### src/sv/e2q_pkg.sv
package e2q_pkg;

   localparam int ANGLE_BITS     = 16;
   localparam int QUAT_FRAC_BITS = 14;
   localparam int TRIG_STEPS     = 16;

   localparam int OUT_W   = QUAT_FRAC_BITS + 2;
   localparam int TRIG_W  = 32;
   localparam int VEC_W   = 33;
   localparam int ZACC_W  = 34;
   localparam int STEP_W  = (TRIG_STEPS > 1) ? $clog2(TRIG_STEPS) : 1;

   localparam logic signed [VEC_W-1:0] CORDIC_GAIN = 33'sd652032874;

   localparam logic [29:0] ATAN_TABLE [32] = '{
      30'd536870912, 30'd316933406, 30'd167458907, 30'd85004756,
      30'd42667331,  30'd21354465,  30'd10679838,  30'd5340245,
      30'd2670163,   30'd1335087,   30'd667544,    30'd333772,
      30'd166886,    30'd83443,     30'd41722,     30'd20861,
      30'd10430,     30'd5215,      30'd2608,      30'd1304,
      30'd652,       30'd326,       30'd163,       30'd81,
      30'd41,        30'd20,        30'd10,        30'd5,
      30'd3,         30'd1,         30'd1,         30'd0
   };

   typedef struct packed {
      logic signed [ANGLE_BITS-1:0] roll_angle;
      logic signed [ANGLE_BITS-1:0] pitch_angle;
      logic signed [ANGLE_BITS-1:0] yaw_angle;
   } req_word_type;

   typedef struct packed {
      logic signed [OUT_W-1:0] quat_w;
      logic signed [OUT_W-1:0] quat_x;
      logic signed [OUT_W-1:0] quat_y;
      logic signed [OUT_W-1:0] quat_z;
   } rsp_word_type;

   typedef enum logic [2:0] {
      ST_IDLE,
      ST_TRIG,
      ST_MUL,
      ST_DRAIN,
      ST_OUT
   } e2q_state_type;

   typedef enum logic [1:0] {
      AXIS_ROLL,
      AXIS_PITCH,
      AXIS_YAW
   } e2q_axis_type;

   typedef enum logic [3:0] {
      MOP_CRCP,
      MOP_SRSP,
      MOP_SRCP,
      MOP_CRSP,
      MOP_W1,
      MOP_W2,
      MOP_X1,
      MOP_X2,
      MOP_Y1,
      MOP_Y2,
      MOP_Z1,
      MOP_Z2
   } e2q_mop_type;

endpackage

### src/sv/e2q_cordic.sv
module e2q_cordic (
   input  logic                                   clock,
   input  logic                                   reset,
   input  logic                                   trig_start,
   input  logic signed [e2q_pkg::ANGLE_BITS-1:0]  trig_angle,
   output logic                                   trig_done,
   output logic signed [e2q_pkg::TRIG_W-1:0]      trig_cos,
   output logic signed [e2q_pkg::TRIG_W-1:0]      trig_sin
);
   import e2q_pkg::*;

   logic signed [VEC_W-1:0]  x_ff, x_in;
   logic signed [VEC_W-1:0]  y_ff, y_in;
   logic signed [ZACC_W-1:0] z_ff, z_in;
   logic [STEP_W-1:0]        step_ff, step_in;
   logic                     run_ff, run_in;
   logic                     done_ff, done_in;
   logic signed [VEC_W-1:0]  dx;
   logic signed [VEC_W-1:0]  dy;
   logic signed [ZACC_W-1:0] twice_atan;

   always_comb begin
      dx         = y_ff >>> step_ff;
      dy         = x_ff >>> step_ff;
      twice_atan = signed'(ZACC_W'({ATAN_TABLE[5'(step_ff)], 1'b0}));
      x_in       = x_ff;
      y_in       = y_ff;
      z_in       = z_ff;
      step_in    = step_ff;
      run_in     = run_ff;
      done_in    = 1'b0;
      if (trig_start) begin
         x_in    = CORDIC_GAIN;
         y_in    = '0;
         z_in    = ZACC_W'(trig_angle) <<< (32 - ANGLE_BITS);
         step_in = '0;
         run_in  = 1'b1;
      end else if (run_ff) begin
         if (!z_ff[ZACC_W-1]) begin
            x_in = x_ff - dx;
            y_in = y_ff + dy;
            z_in = z_ff - twice_atan;
         end else begin
            x_in = x_ff + dx;
            y_in = y_ff - dy;
            z_in = z_ff + twice_atan;
         end
         step_in = step_ff + STEP_W'(1);
         if (step_ff == STEP_W'(TRIG_STEPS - 1)) begin
            run_in  = 1'b0;
            done_in = 1'b1;
         end
      end
   end

   always_ff @(posedge clock) begin
      if (reset) begin
         run_ff  <= 1'b0;
         done_ff <= 1'b0;
      end else begin
         run_ff  <= run_in;
         done_ff <= done_in;
      end
   end

   always_ff @(posedge clock) begin
      x_ff    <= x_in;
      y_ff    <= y_in;
      z_ff    <= z_in;
      step_ff <= step_in;
   end

   assign trig_done = done_ff;
   assign trig_cos  = x_ff[TRIG_W-1:0];
   assign trig_sin  = y_ff[TRIG_W-1:0];

endmodule

### src/sv/e2q_mul.sv
module e2q_mul (
   input  logic                               clock,
   input  logic signed [e2q_pkg::TRIG_W-1:0]  mul_a,
   input  logic signed [e2q_pkg::TRIG_W-1:0]  mul_b,
   output logic signed [e2q_pkg::TRIG_W-1:0]  mul_rnd
);
   import e2q_pkg::*;

   logic signed [2*TRIG_W-1:0] prod_ff, prod_in;
   logic signed [2*TRIG_W-1:0] rnd_sum;

   always_comb begin
      prod_in = mul_a * mul_b;
      rnd_sum = prod_ff + (2*TRIG_W)'(64'sd1 <<< 29);
      mul_rnd = rnd_sum[61:30];
   end

   always_ff @(posedge clock) begin
      prod_ff <= prod_in;
   end

endmodule

### src/sv/euler_to_quaternion.sv
// Channel   Ports                        Direction  Handshake
// request   start, busy, req_word        in         taken when start and not busy
// response  rsp_valid, rsp_word          out        one-cycle strobe, no back-pressure
//
// The shared CORDIC stage runs TRIG_STEPS rotations per angle, three angles in turn,
// then the shared multiplier issues twelve rounded products back to back.
// busy stays high from acceptance until the cycle the response is registered.
// Synchronous reset clears the sequencer and the strobe; no clearing pass.
// The receiver cannot stall: each response is shown for exactly one cycle.
module euler_to_quaternion (
   input  logic                   clock,
   input  logic                   reset,
   input  logic                   start,
   output logic                   busy,
   input  e2q_pkg::req_word_type  req_word,
   output logic                   rsp_valid,
   output e2q_pkg::rsp_word_type  rsp_word
);
   import e2q_pkg::*;

   localparam int RND_SH = 30 - QUAT_FRAC_BITS;
   localparam logic signed [TRIG_W+1:0] RND_HALF =
      (RND_SH > 0) ? ((TRIG_W+2)'(1) <<< (RND_SH - 1)) : '0;
   localparam logic signed [TRIG_W+1:0] ONE_Q = (TRIG_W+2)'(1) <<< QUAT_FRAC_BITS;

   e2q_state_type state_ff, state_in;
   e2q_axis_type  axis_ff, axis_in;
   e2q_mop_type   mop_ff, mop_in;
   e2q_mop_type   wr_op_ff;
   logic          wr_en_ff, wr_en_in;
   logic          rsp_valid_ff, rsp_valid_in;
   rsp_word_type  rsp_word_ff;
   logic          issue;

   logic signed [ANGLE_BITS-1:0] pitch_ff;
   logic signed [ANGLE_BITS-1:0] yaw_ff;

   logic                     trig_start;
   logic signed [ANGLE_BITS-1:0] trig_angle;
   logic                     trig_done;
   logic signed [TRIG_W-1:0] trig_cos;
   logic signed [TRIG_W-1:0] trig_sin;

   logic signed [TRIG_W-1:0] cr_ff, sr_ff, cp_ff, sp_ff, cy_ff, sy_ff;
   logic signed [TRIG_W-1:0] crcp_ff, srsp_ff, srcp_ff, crsp_ff;
   logic signed [TRIG_W-1:0] w1_ff, w2_ff, x1_ff, x2_ff, y1_ff, y2_ff, z1_ff, z2_ff;

   logic signed [TRIG_W-1:0] mul_a;
   logic signed [TRIG_W-1:0] mul_b;
   logic signed [TRIG_W-1:0] mul_rnd;

   function automatic logic signed [OUT_W-1:0] to_out(
      input logic signed [TRIG_W-1:0] a,
      input logic signed [TRIG_W-1:0] b,
      input logic                     neg
   );
      logic signed [TRIG_W+1:0] s;
      logic signed [TRIG_W+1:0] r;
      s = neg ? ((TRIG_W+2)'(a) - (TRIG_W+2)'(b)) : ((TRIG_W+2)'(a) + (TRIG_W+2)'(b));
      r = (s + RND_HALF) >>> RND_SH;
      if (r > ONE_Q) begin
         r = ONE_Q;
      end else if (r < -ONE_Q) begin
         r = -ONE_Q;
      end
      return r[OUT_W-1:0];
   endfunction

   e2q_cordic u_cordic (
      .clock      (clock),
      .reset      (reset),
      .trig_start (trig_start),
      .trig_angle (trig_angle),
      .trig_done  (trig_done),
      .trig_cos   (trig_cos),
      .trig_sin   (trig_sin)
   );

   e2q_mul u_mul (
      .clock   (clock),
      .mul_a   (mul_a),
      .mul_b   (mul_b),
      .mul_rnd (mul_rnd)
   );

   always_comb begin
      state_in   = state_ff;
      axis_in    = axis_ff;
      mop_in     = mop_ff;
      trig_start = 1'b0;
      trig_angle = req_word.roll_angle;
      issue      = 1'b0;
      unique case (state_ff)
         ST_IDLE: begin
            if (start) begin
               trig_start = 1'b1;
               axis_in    = AXIS_ROLL;
               state_in   = ST_TRIG;
            end
         end
         ST_TRIG: begin
            if (trig_done) begin
               unique case (axis_ff)
                  AXIS_ROLL: begin
                     trig_start = 1'b1;
                     trig_angle = pitch_ff;
                     axis_in    = AXIS_PITCH;
                  end
                  AXIS_PITCH: begin
                     trig_start = 1'b1;
                     trig_angle = yaw_ff;
                     axis_in    = AXIS_YAW;
                  end
                  AXIS_YAW: begin
                     mop_in   = MOP_CRCP;
                     state_in = ST_MUL;
                  end
                  default: begin
                     state_in = ST_IDLE;
                  end
               endcase
            end
         end
         ST_MUL: begin
            issue = 1'b1;
            if (mop_ff == MOP_Z2) begin
               state_in = ST_DRAIN;
            end else begin
               mop_in = e2q_mop_type'(4'(mop_ff + 4'd1));
            end
         end
         ST_DRAIN: begin
            state_in = ST_OUT;
         end
         ST_OUT: begin
            state_in = ST_IDLE;
         end
         default: begin
            state_in = ST_IDLE;
         end
      endcase
      wr_en_in     = issue;
      rsp_valid_in = (state_ff == ST_OUT);
   end

   always_comb begin
      unique case (mop_ff)
         MOP_CRCP: begin mul_a = cr_ff;   mul_b = cp_ff; end
         MOP_SRSP: begin mul_a = sr_ff;   mul_b = sp_ff; end
         MOP_SRCP: begin mul_a = sr_ff;   mul_b = cp_ff; end
         MOP_CRSP: begin mul_a = cr_ff;   mul_b = sp_ff; end
         MOP_W1:   begin mul_a = crcp_ff; mul_b = cy_ff; end
         MOP_W2:   begin mul_a = srsp_ff; mul_b = sy_ff; end
         MOP_X1:   begin mul_a = srcp_ff; mul_b = cy_ff; end
         MOP_X2:   begin mul_a = crsp_ff; mul_b = sy_ff; end
         MOP_Y1:   begin mul_a = crsp_ff; mul_b = cy_ff; end
         MOP_Y2:   begin mul_a = srcp_ff; mul_b = sy_ff; end
         MOP_Z1:   begin mul_a = crcp_ff; mul_b = sy_ff; end
         MOP_Z2:   begin mul_a = srsp_ff; mul_b = cy_ff; end
         default:  begin mul_a = cr_ff;   mul_b = cp_ff; end
      endcase
   end

   always_ff @(posedge clock) begin
      if (reset) begin
         state_ff     <= ST_IDLE;
         axis_ff      <= AXIS_ROLL;
         mop_ff       <= MOP_CRCP;
         wr_en_ff     <= 1'b0;
         rsp_valid_ff <= 1'b0;
      end else begin
         state_ff     <= state_in;
         axis_ff      <= axis_in;
         mop_ff       <= mop_in;
         wr_en_ff     <= wr_en_in;
         rsp_valid_ff <= rsp_valid_in;
      end
   end

   always_ff @(posedge clock) begin
      wr_op_ff <= mop_ff;
      if (start && !busy) begin
         pitch_ff <= req_word.pitch_angle;
         yaw_ff   <= req_word.yaw_angle;
      end
      if (trig_done) begin
         case (axis_ff)
            AXIS_ROLL: begin
               cr_ff <= trig_cos;
               sr_ff <= trig_sin;
            end
            AXIS_PITCH: begin
               cp_ff <= trig_cos;
               sp_ff <= trig_sin;
            end
            default: begin
               cy_ff <= trig_cos;
               sy_ff <= trig_sin;
            end
         endcase
      end
      if (wr_en_ff) begin
         case (wr_op_ff)
            MOP_CRCP: crcp_ff <= mul_rnd;
            MOP_SRSP: srsp_ff <= mul_rnd;
            MOP_SRCP: srcp_ff <= mul_rnd;
            MOP_CRSP: crsp_ff <= mul_rnd;
            MOP_W1:   w1_ff   <= mul_rnd;
            MOP_W2:   w2_ff   <= mul_rnd;
            MOP_X1:   x1_ff   <= mul_rnd;
            MOP_X2:   x2_ff   <= mul_rnd;
            MOP_Y1:   y1_ff   <= mul_rnd;
            MOP_Y2:   y2_ff   <= mul_rnd;
            MOP_Z1:   z1_ff   <= mul_rnd;
            default:  z2_ff   <= mul_rnd;
         endcase
      end
      if (state_ff == ST_OUT) begin
         rsp_word_ff.quat_w <= to_out(w1_ff, w2_ff, 1'b0);
         rsp_word_ff.quat_x <= to_out(x1_ff, x2_ff, 1'b1);
         rsp_word_ff.quat_y <= to_out(y1_ff, y2_ff, 1'b0);
         rsp_word_ff.quat_z <= to_out(z1_ff, z2_ff, 1'b1);
      end
   end

   assign busy      = (state_ff != ST_IDLE);
   assign rsp_valid = rsp_valid_ff;
   assign rsp_word  = rsp_word_ff;

   a_rsp_after_out: assert property (@(posedge clock) disable iff (reset)
      rsp_valid |-> $past(state_ff == ST_OUT))
      else $error("response strobe without output stage");

   a_accept_busy: assert property (@(posedge clock) disable iff (reset)
      (start && !busy) |=> busy)
      else $error("accepted word did not raise busy");

   a_trig_in_trig: assert property (@(posedge clock) disable iff (reset)
      trig_done |-> (state_ff == ST_TRIG))
      else $error("trig result outside trig phase");

   a_write_in_mul: assert property (@(posedge clock) disable iff (reset)
      wr_en_ff |-> (state_ff == ST_MUL || state_ff == ST_DRAIN))
      else $error("product write outside multiply phase");

   a_rsp_clamped: assert property (@(posedge clock) disable iff (reset)
      rsp_valid |-> ((TRIG_W+2)'(rsp_word.quat_w) <= ONE_Q
                  && (TRIG_W+2)'(rsp_word.quat_w) >= -ONE_Q))
      else $error("scalar part beyond unit range");

endmodule
### config.mk
export PLATFORM = sky130hd
export DESIGN_NAME = euler_to_quaternion
export DESIGN_NICKNAME = d
export VERILOG_FILES = /design/src/sv/e2q_pkg.sv /design/src/sv/e2q_cordic.sv /design/src/sv/e2q_mul.sv /design/src/sv/euler_to_quaternion.sv
export SDC_FILE = /design/constraint.sdc
export NUM_CORES = 2
export LEC_CHECK = 0
export CAP_MARGIN = 10
export CORE_UTILIZATION = 50
export CTS_CLUSTER_DIAMETER = 100
export CTS_CLUSTER_SIZE = 30
export DETAILED_ROUTE_END_ITERATION = 10
export DONT_BUFFER_PORTS = 1
export PLACE_DENSITY = 0.68
export SLEW_MARGIN = 20
export SYNTH_ARGS = -nofsm -noshare
export SYNTH_HDL_FRONTEND = slang
export SYNTH_SLANG_ARGS = --single-unit
### constraint.sdc
create_clock -name clock -period 9.1 [get_ports clock]
set_input_delay 0 -clock clock [delete_from_list [all_inputs] [get_ports clock]]
set_output_delay 0 -clock clock [all_outputs]
set_load 0.01 [all_outputs]
; ---- Yosys cells after proc, flatten, opt, wreduce, memory -nomap -nowiden
; Memories as Yosys holds them, arrays and structs flattened.
; Cells that the tools add are included.
[totals]
reg_bits = 855
rom_bits = 960
inputBits = 51
output_inout_bits = 66
n_memories = 1
[mem_list]
columns = memory, words, width, rd, rd_clocked_by_memory_dff, wr, line_no
row1 = (name not given), 32, 30, 1, 0, 0, e2q_cordic.sv:25  ; twice_atan = signed'(ZACC_W'({ATAN_TABLE[5'(step_ff)], 1'b0}));
[op_classes]
n_addsub = 17
mul = 1
order_cmp = 9
n_eq_ne = 35
shifts = 2
mux = 38
n_bitwise = 4
reduce_logical = 42
[ops]
columns = op, n
row1 = $pmux 32 s5, 1
row2 = $add 33x17->34 const B, 4
row3 = $mux 34, 3
row4 = $mux 16, 6
row5 = $pmux 32 s3, 1
row6 = $gt 18x16->1 const B, 4
row7 = $lt 18x15->1 const B, 4
row8 = $add 32x32->33, 2
row9 = $add 33x33->33, 2
row10 = $mux 33, 2
row11 = $sshr 33x4->33, 2
row12 = $sub 32x32->33, 2
row13 = $sub 33x33->33, 2
row14 = $add 62x31->62 const B, 1
row15 = $mul 32x32->62, 1
row16 = $mux 30, 2
row17 = $add 34x32->34, 1
row18 = $sub 34x32->34, 1
row19 = $eq 4x3->1 const B, 8
row20 = $eq 4x4->1 const B, 8
row21 = $pmux 16 s2, 1
row22 = $reduce_and 2->1, 15
row23 = $reduce_or 2->1, 11
row24 = $eq 4x2->1 const B, 4
row25 = other kinds (33), 60

; ---- Depth between registers and ports, before layout
[depth]
depth_word = 8
depth_mapped = 39

; ---- Hierarchy
; A second synthesis with hierarchy kept.
[unflattened]
cells_unflattened = 8085
hier_area_um2 = 82992.1
[modules_own_cells]
columns = mod, instances, cells_per_inst, area_each_um2, seq_area_each_um2
row1 = e2q_mul, 1, 3853, 36331.1, 660.6
row2 = euler_to_quaternion, 1, 2436, 32073.3, 20479.6
row3 = e2q_cordic, 1, 1796, 14587.7, 2282.2

; ---- Worst setup path before layout
; OpenSTA, ideal clock, no wires.
[synth_path]
path_kind = register -> register
start = register mop_ff[0]
end = register u_mul.prod_ff[57]
setup_ns = 0.072
t_arrival_ns = 9.437
slack_ns = -0.409
path_stages_with_launch = 35
path_buffers = 5
cell_sequence = dfxtp_1 inv_1 ha_1 clkbuf_1 a22o_1 clkbuf_1 buf_1 a22oi_1 nand2_1 a211oi_1 clkbuf_1 nor2_1 fa_1 fa_1 inv_1 fa_1 fa_1 inv_1 fa_1 fa_1 fa_1 fa_1 ha_1 clkbuf_1 a21o_1 a211oi_1 o311ai_0 o211a_1 a211oi_2 a21boi_1 a311oi_1 o21bai_1 a41o_1 a221oi_1 xnor2_1
[synth_between]
elab_chain_cells = 4
[synth_rtl]
columns = element, line_no
row1 = start: declaration, euler_to_quaternion.sv:28  ; e2q_mop_type mop_ff, mop_in;
row2 = start signal: assignment, euler_to_quaternion.sv:174  ; mop_ff <= mop_in;
row3 = "$eq 4x4->1, or another cell as far along", euler_to_quaternion.sv:147  ; unique case (mop_ff)
row4 = $reduce_or 4->1 (no line) or $reduce_or 2->1 (tied branches), n/a
row5 = $pmux 32 s3 or $pmux 32 s5 (tied branches), euler_to_quaternion.sv:147
row6 = $mul 32x32->62 *, e2q_mul.sv:13  ; prod_in = mul_a * mul_b;
row7 = named net u_mul.prod_in[57], e2q_mul.sv:9  ; logic signed [2*TRIG_W-1:0] prod_ff, prod_in;
row8 = end signal: assignment, e2q_mul.sv:19  ; prod_ff <= prod_in;
row9 = end: declaration, e2q_mul.sv:9
; The timed path passes the listed nets; every way through them passes the cells marked *.
; A chain may end at the register's enable or synchronous reset.

; ---- Final worst setup path
[layout_path]
start = register mop_ff[0]
end = register u_mul.prod_ff[55]
; Same word-level chain as after synthesis.

==> results by group <==
Floorplan
  – # IOs: approximately 120
  – Die area: between 0.15 and 0.2 mm²
  – Initial Util: between 50% and 60%
  – # rows: 145
  – CORE AREA: roughly 0.16 mm²
  – Die Span Y: 399 µm
  – Horiz. Die Dim: 399 µm

STA
  – Hold Fails Final Rpt: 0
  – TNS Setup: -112 ps
  – Final Cycle Share: 101%
  – Slew HR: between 20 and 30%
  – Tmin final: just over 9000 ps
  – RSZ-0062 raised after global routing: yes
  – Worst Skew: 53.8 ps
  – Final setup fails: 3
  – Tightest Pin Transition: roughly 1100 ps
  – Final worst slack: -60.8 ps
  – Fmax: between 0.1 and 0.15 GHz
  – Fin. max-slew vios: 0

Place
  – Placer congestion estimate: a little over 1
  – Pre-CTS WS: -623 ps
  – DP HPWL: 197000 µm
  – Dpl cells: between 10000 and 15000
  – IO buf count: 0

Run status
  – Status: finished, violations left
  – Violated checks: setup timing

Finish
  – Share of layout cells above drive strength 1: ~15%
  – Most frequent cells in the layout: 1041 x fa_1, 1031 x inv_1, 880 x nand2_1, 801 x nor2_1, 690 x edfxtp_1
  – Leading cell type in the layout, fill and taps excluded: fa_1
  – Post-Layout Cell Count: ~10000
  – Fillers: 13000
  – Layout overhead on the synthesized area: 16.2%
  – Total Nets Final: approximately 10000

Clock network
  – CTS Buf Count: 38
  – TritonCTS Sinks: about 830
  – Clock Path Buffers: 3
  – H-tree depth: 2
  – Clk slew on worst S/H paths: between 100 and 150 ps
  – Clock latency on the worst-skew pair: about 650 ps
  – CTS tree: done
  – CTS Root Cell: clkbuf_16

Routing
  – Vias per cell: just under 6
  – WL per Instance: ~25 µm
  – # DRC: 0
  – DR pass1 iterations: 8
  – Detailed Route Iter0 Violations: 5910
  – Final ANT Viol Nets: 0
  – DR vias: ~60000
  – Drt total wl: ~250000 µm

Synthesis
  – Syn Nets: a little over 9000
  – Number of flops mapped to enable cells by yosys: 690
  – Adder-cell area share of the yosys netlist: 35.5%
  – Seq/Total Area, Yosys: 29.7%
  – Largest family of logic cells by synthesized area: adder cells
  – Seq cells post-synth: 825
  – Primary FF master, synth: edfxtp_1
  – Synth Area in XOR/XNOR: 3.56%
  – Fraction of registers with async set/reset: 0%
  – Synth unique cells: 90
  – Synth Area in Compound Gates: under 10%
  – Syn Inst Count: around 7600
  – Mean post-synth cell area: between 10 and 15 µm²
  – Synth Cell Area: 0.0789 mm²
  – Post-synthesis simple-gate area fraction: 12.0%
  – Mux share of post-synthesis cell area: around 4%
  – Yosys warnings: 0

Critical path
  – Startpoint Class: register
  – Reg2Reg Depth: 37
  – Crit path buffers/inverters: 12
  – Worst Setup End Kind: register
  – Kind of critical path: reg -> reg
  – Worst EP required: approximately 9700 ps
  – Critical path's slowest cell: fa_1
  – CP Depth: 37
  – Crit path largest cell delay: about 600 ps
  – Delay-heaviest family, CP: adder cells
  – CP most frequent cell: fa_1
  – Worst Path Arrival: between 9000 and 10000 ps
  – Crit-path max FO: 7

GRT
  – Largest net degree at the start of global routing: 70
  – Vias in the first global route: about 61000
  – First-pass GRT wire length: between 300000 and 400000 µm
  – GRT Util Overall: about a third
  – Antenna violations before repair: 11
  – Total gr overflow: 0

Job
  – Max-cap violations: 0

Min path
  – Hold path cells: 3
  – Hold Path Class: in -> reg

Power
  – Sw Share: between 30% and 40%
  – Power Density: 131 mW/mm²
  – Total Power: roughly 12 mW
  – Sw power: 4.60 mW
  – Clock share of power: 17.6%
  – Reg power frac: 40.7%
  – Internal power: between 7 and 8 mW
  – Leakage: 40.5 nW
  – Comb power frac: between 40% and 50%
  – Worst vdd ir: about 340 µV
state kept, by name, indices dropped and copies added, names as in the netlist, 33 cells and up:
name           count
rsp_word          64
u_cordic.x_ff     33
u_cordic.y_ff     33
u_cordic.z_ff     33
u_mul.prod_ff     33
through the flow:
stage                     area [µm²]  util [%]  hold slack [ps]
after floorplan                79100         -             71.6
after global placement         87700      56.1             69.0
after detailed placement       87700      56.1             71.4
after CTS                      90200      57.7             84.9
after global routing           91700      58.6              110
final                          91700      58.6              126
layout make-up:
type / instances / area, µm² / share of cell area [%]
Multi-Input combinational cell: 5360 / 51600 / 56.3
Sequential cell: 825 / 23400 / 25.6
Timing Repair Buffer: 903 / 8820 / 9.63
Inverter: 1049 / 3950 / 4.31
Tap cell: 2058 / 2570 / 2.81
Clock buffer: 55 / 1010 / 1.11
Clock inverter: 14 / 226 / 0.247
Antenna cell: 4 / 10.0 / 0.0109
routing by layer:
metal,up-vias,global-route usage [%],wire (µm)
li1,26300,-,-
met1,30200,42.4,98300
met2,3043,50.4,116000
met5,-,0,12
met4,2,15.7,15100
met3,542,5.31,23700
timing repair:
action                                  CTS  global route
resized for setup                        75           196
pin swaps                                26           126
setup buffers                            15            64
hold endpoints to repair                 63             0
gates cloned                              2             6
endpoints found under the setup margin   19            22
hold buffers                             82             0
cell families after synthesis:
group / count (synthesis)
simple gates: 2212
fa+ha+maj: 1598
buf+inv: 1372
compound gates: 1022
flops: 825
xor+xnor: 321
mux: 205
cells in the mapped netlist, types with 28 or more instances:
master / count / area share [%]
nand2b_1: 45 / 0.36
a211oi_1: 82 / 0.78
mux2i_1: 97 / 1.2
ha_1: 534 / 8.5
nor2_1: 829 / 3.9
nand3_1: 84 / 0.53
inv_1: 1048 / 5.0
a31oi_1: 42 / 0.33
o21ai_0: 142 / 0.90
xor2_1: 106 / 1.2
fa_1: 1064 / 27
a21oi_1: 282 / 1.8
and4_1: 28 / 0.31
nand4_1: 54 / 0.43
edfxtp_1: 690 / 26
clkbuf_1: 269 / 1.3
nand2_1: 905 / 4.3
a211o_1: 43 / 0.48
nor3_1: 62 / 0.39
a21o_1: 116 / 1.1
o21a_1: 38 / 0.36
mux4_2: 73 / 2.1
dfxtp_1: 135 / 3.4
a22oi_1: 48 / 0.46
and3_1: 34 / 0.27
nor2b_1: 48 / 0.38
a22o_1: 36 / 0.40
xnor2_1: 215 / 2.4
worst min-delay path, delay by kind of cell:
family	cells	cell delay [ps]
and+or+nand+nor	1	50
buffers and inverters	1	540
AOI/OAI and AO/OA	1	60
path summary, 6_finish.rpt:
check	slack, ps	start	end
max	-60	mop_ff[0]$_SDFFE_PP0P_	u_mul.prod_ff[55]$_DFF_P_
min	130	req_word[46]	u_cordic.z_ff[30]$_DFFE_PP_
max reg2reg	-60	mop_ff[0]$_SDFFE_PP0P_	u_mul.prod_ff[55]$_DFF_P_
min reg2reg	500	u_cordic.z_ff[9]$_SDFFE_PP0P_	u_cordic.z_ff[9]$_SDFFE_PP0P_
power by group through the flow:
stage	Clock (mW)	Sequential (mW)	Combinational, mW
2_1_floorplan	0	4.57	4.05
3_3_place_gp	0	4.95	4.75
3_5_place_dp	0	4.96	4.86
4_1_cts	2.16	4.87	4.93
5_1_grt	2.27	4.89	5.53
6_report	2.12	4.89	5.00
(Power assumes the default switching activity.)
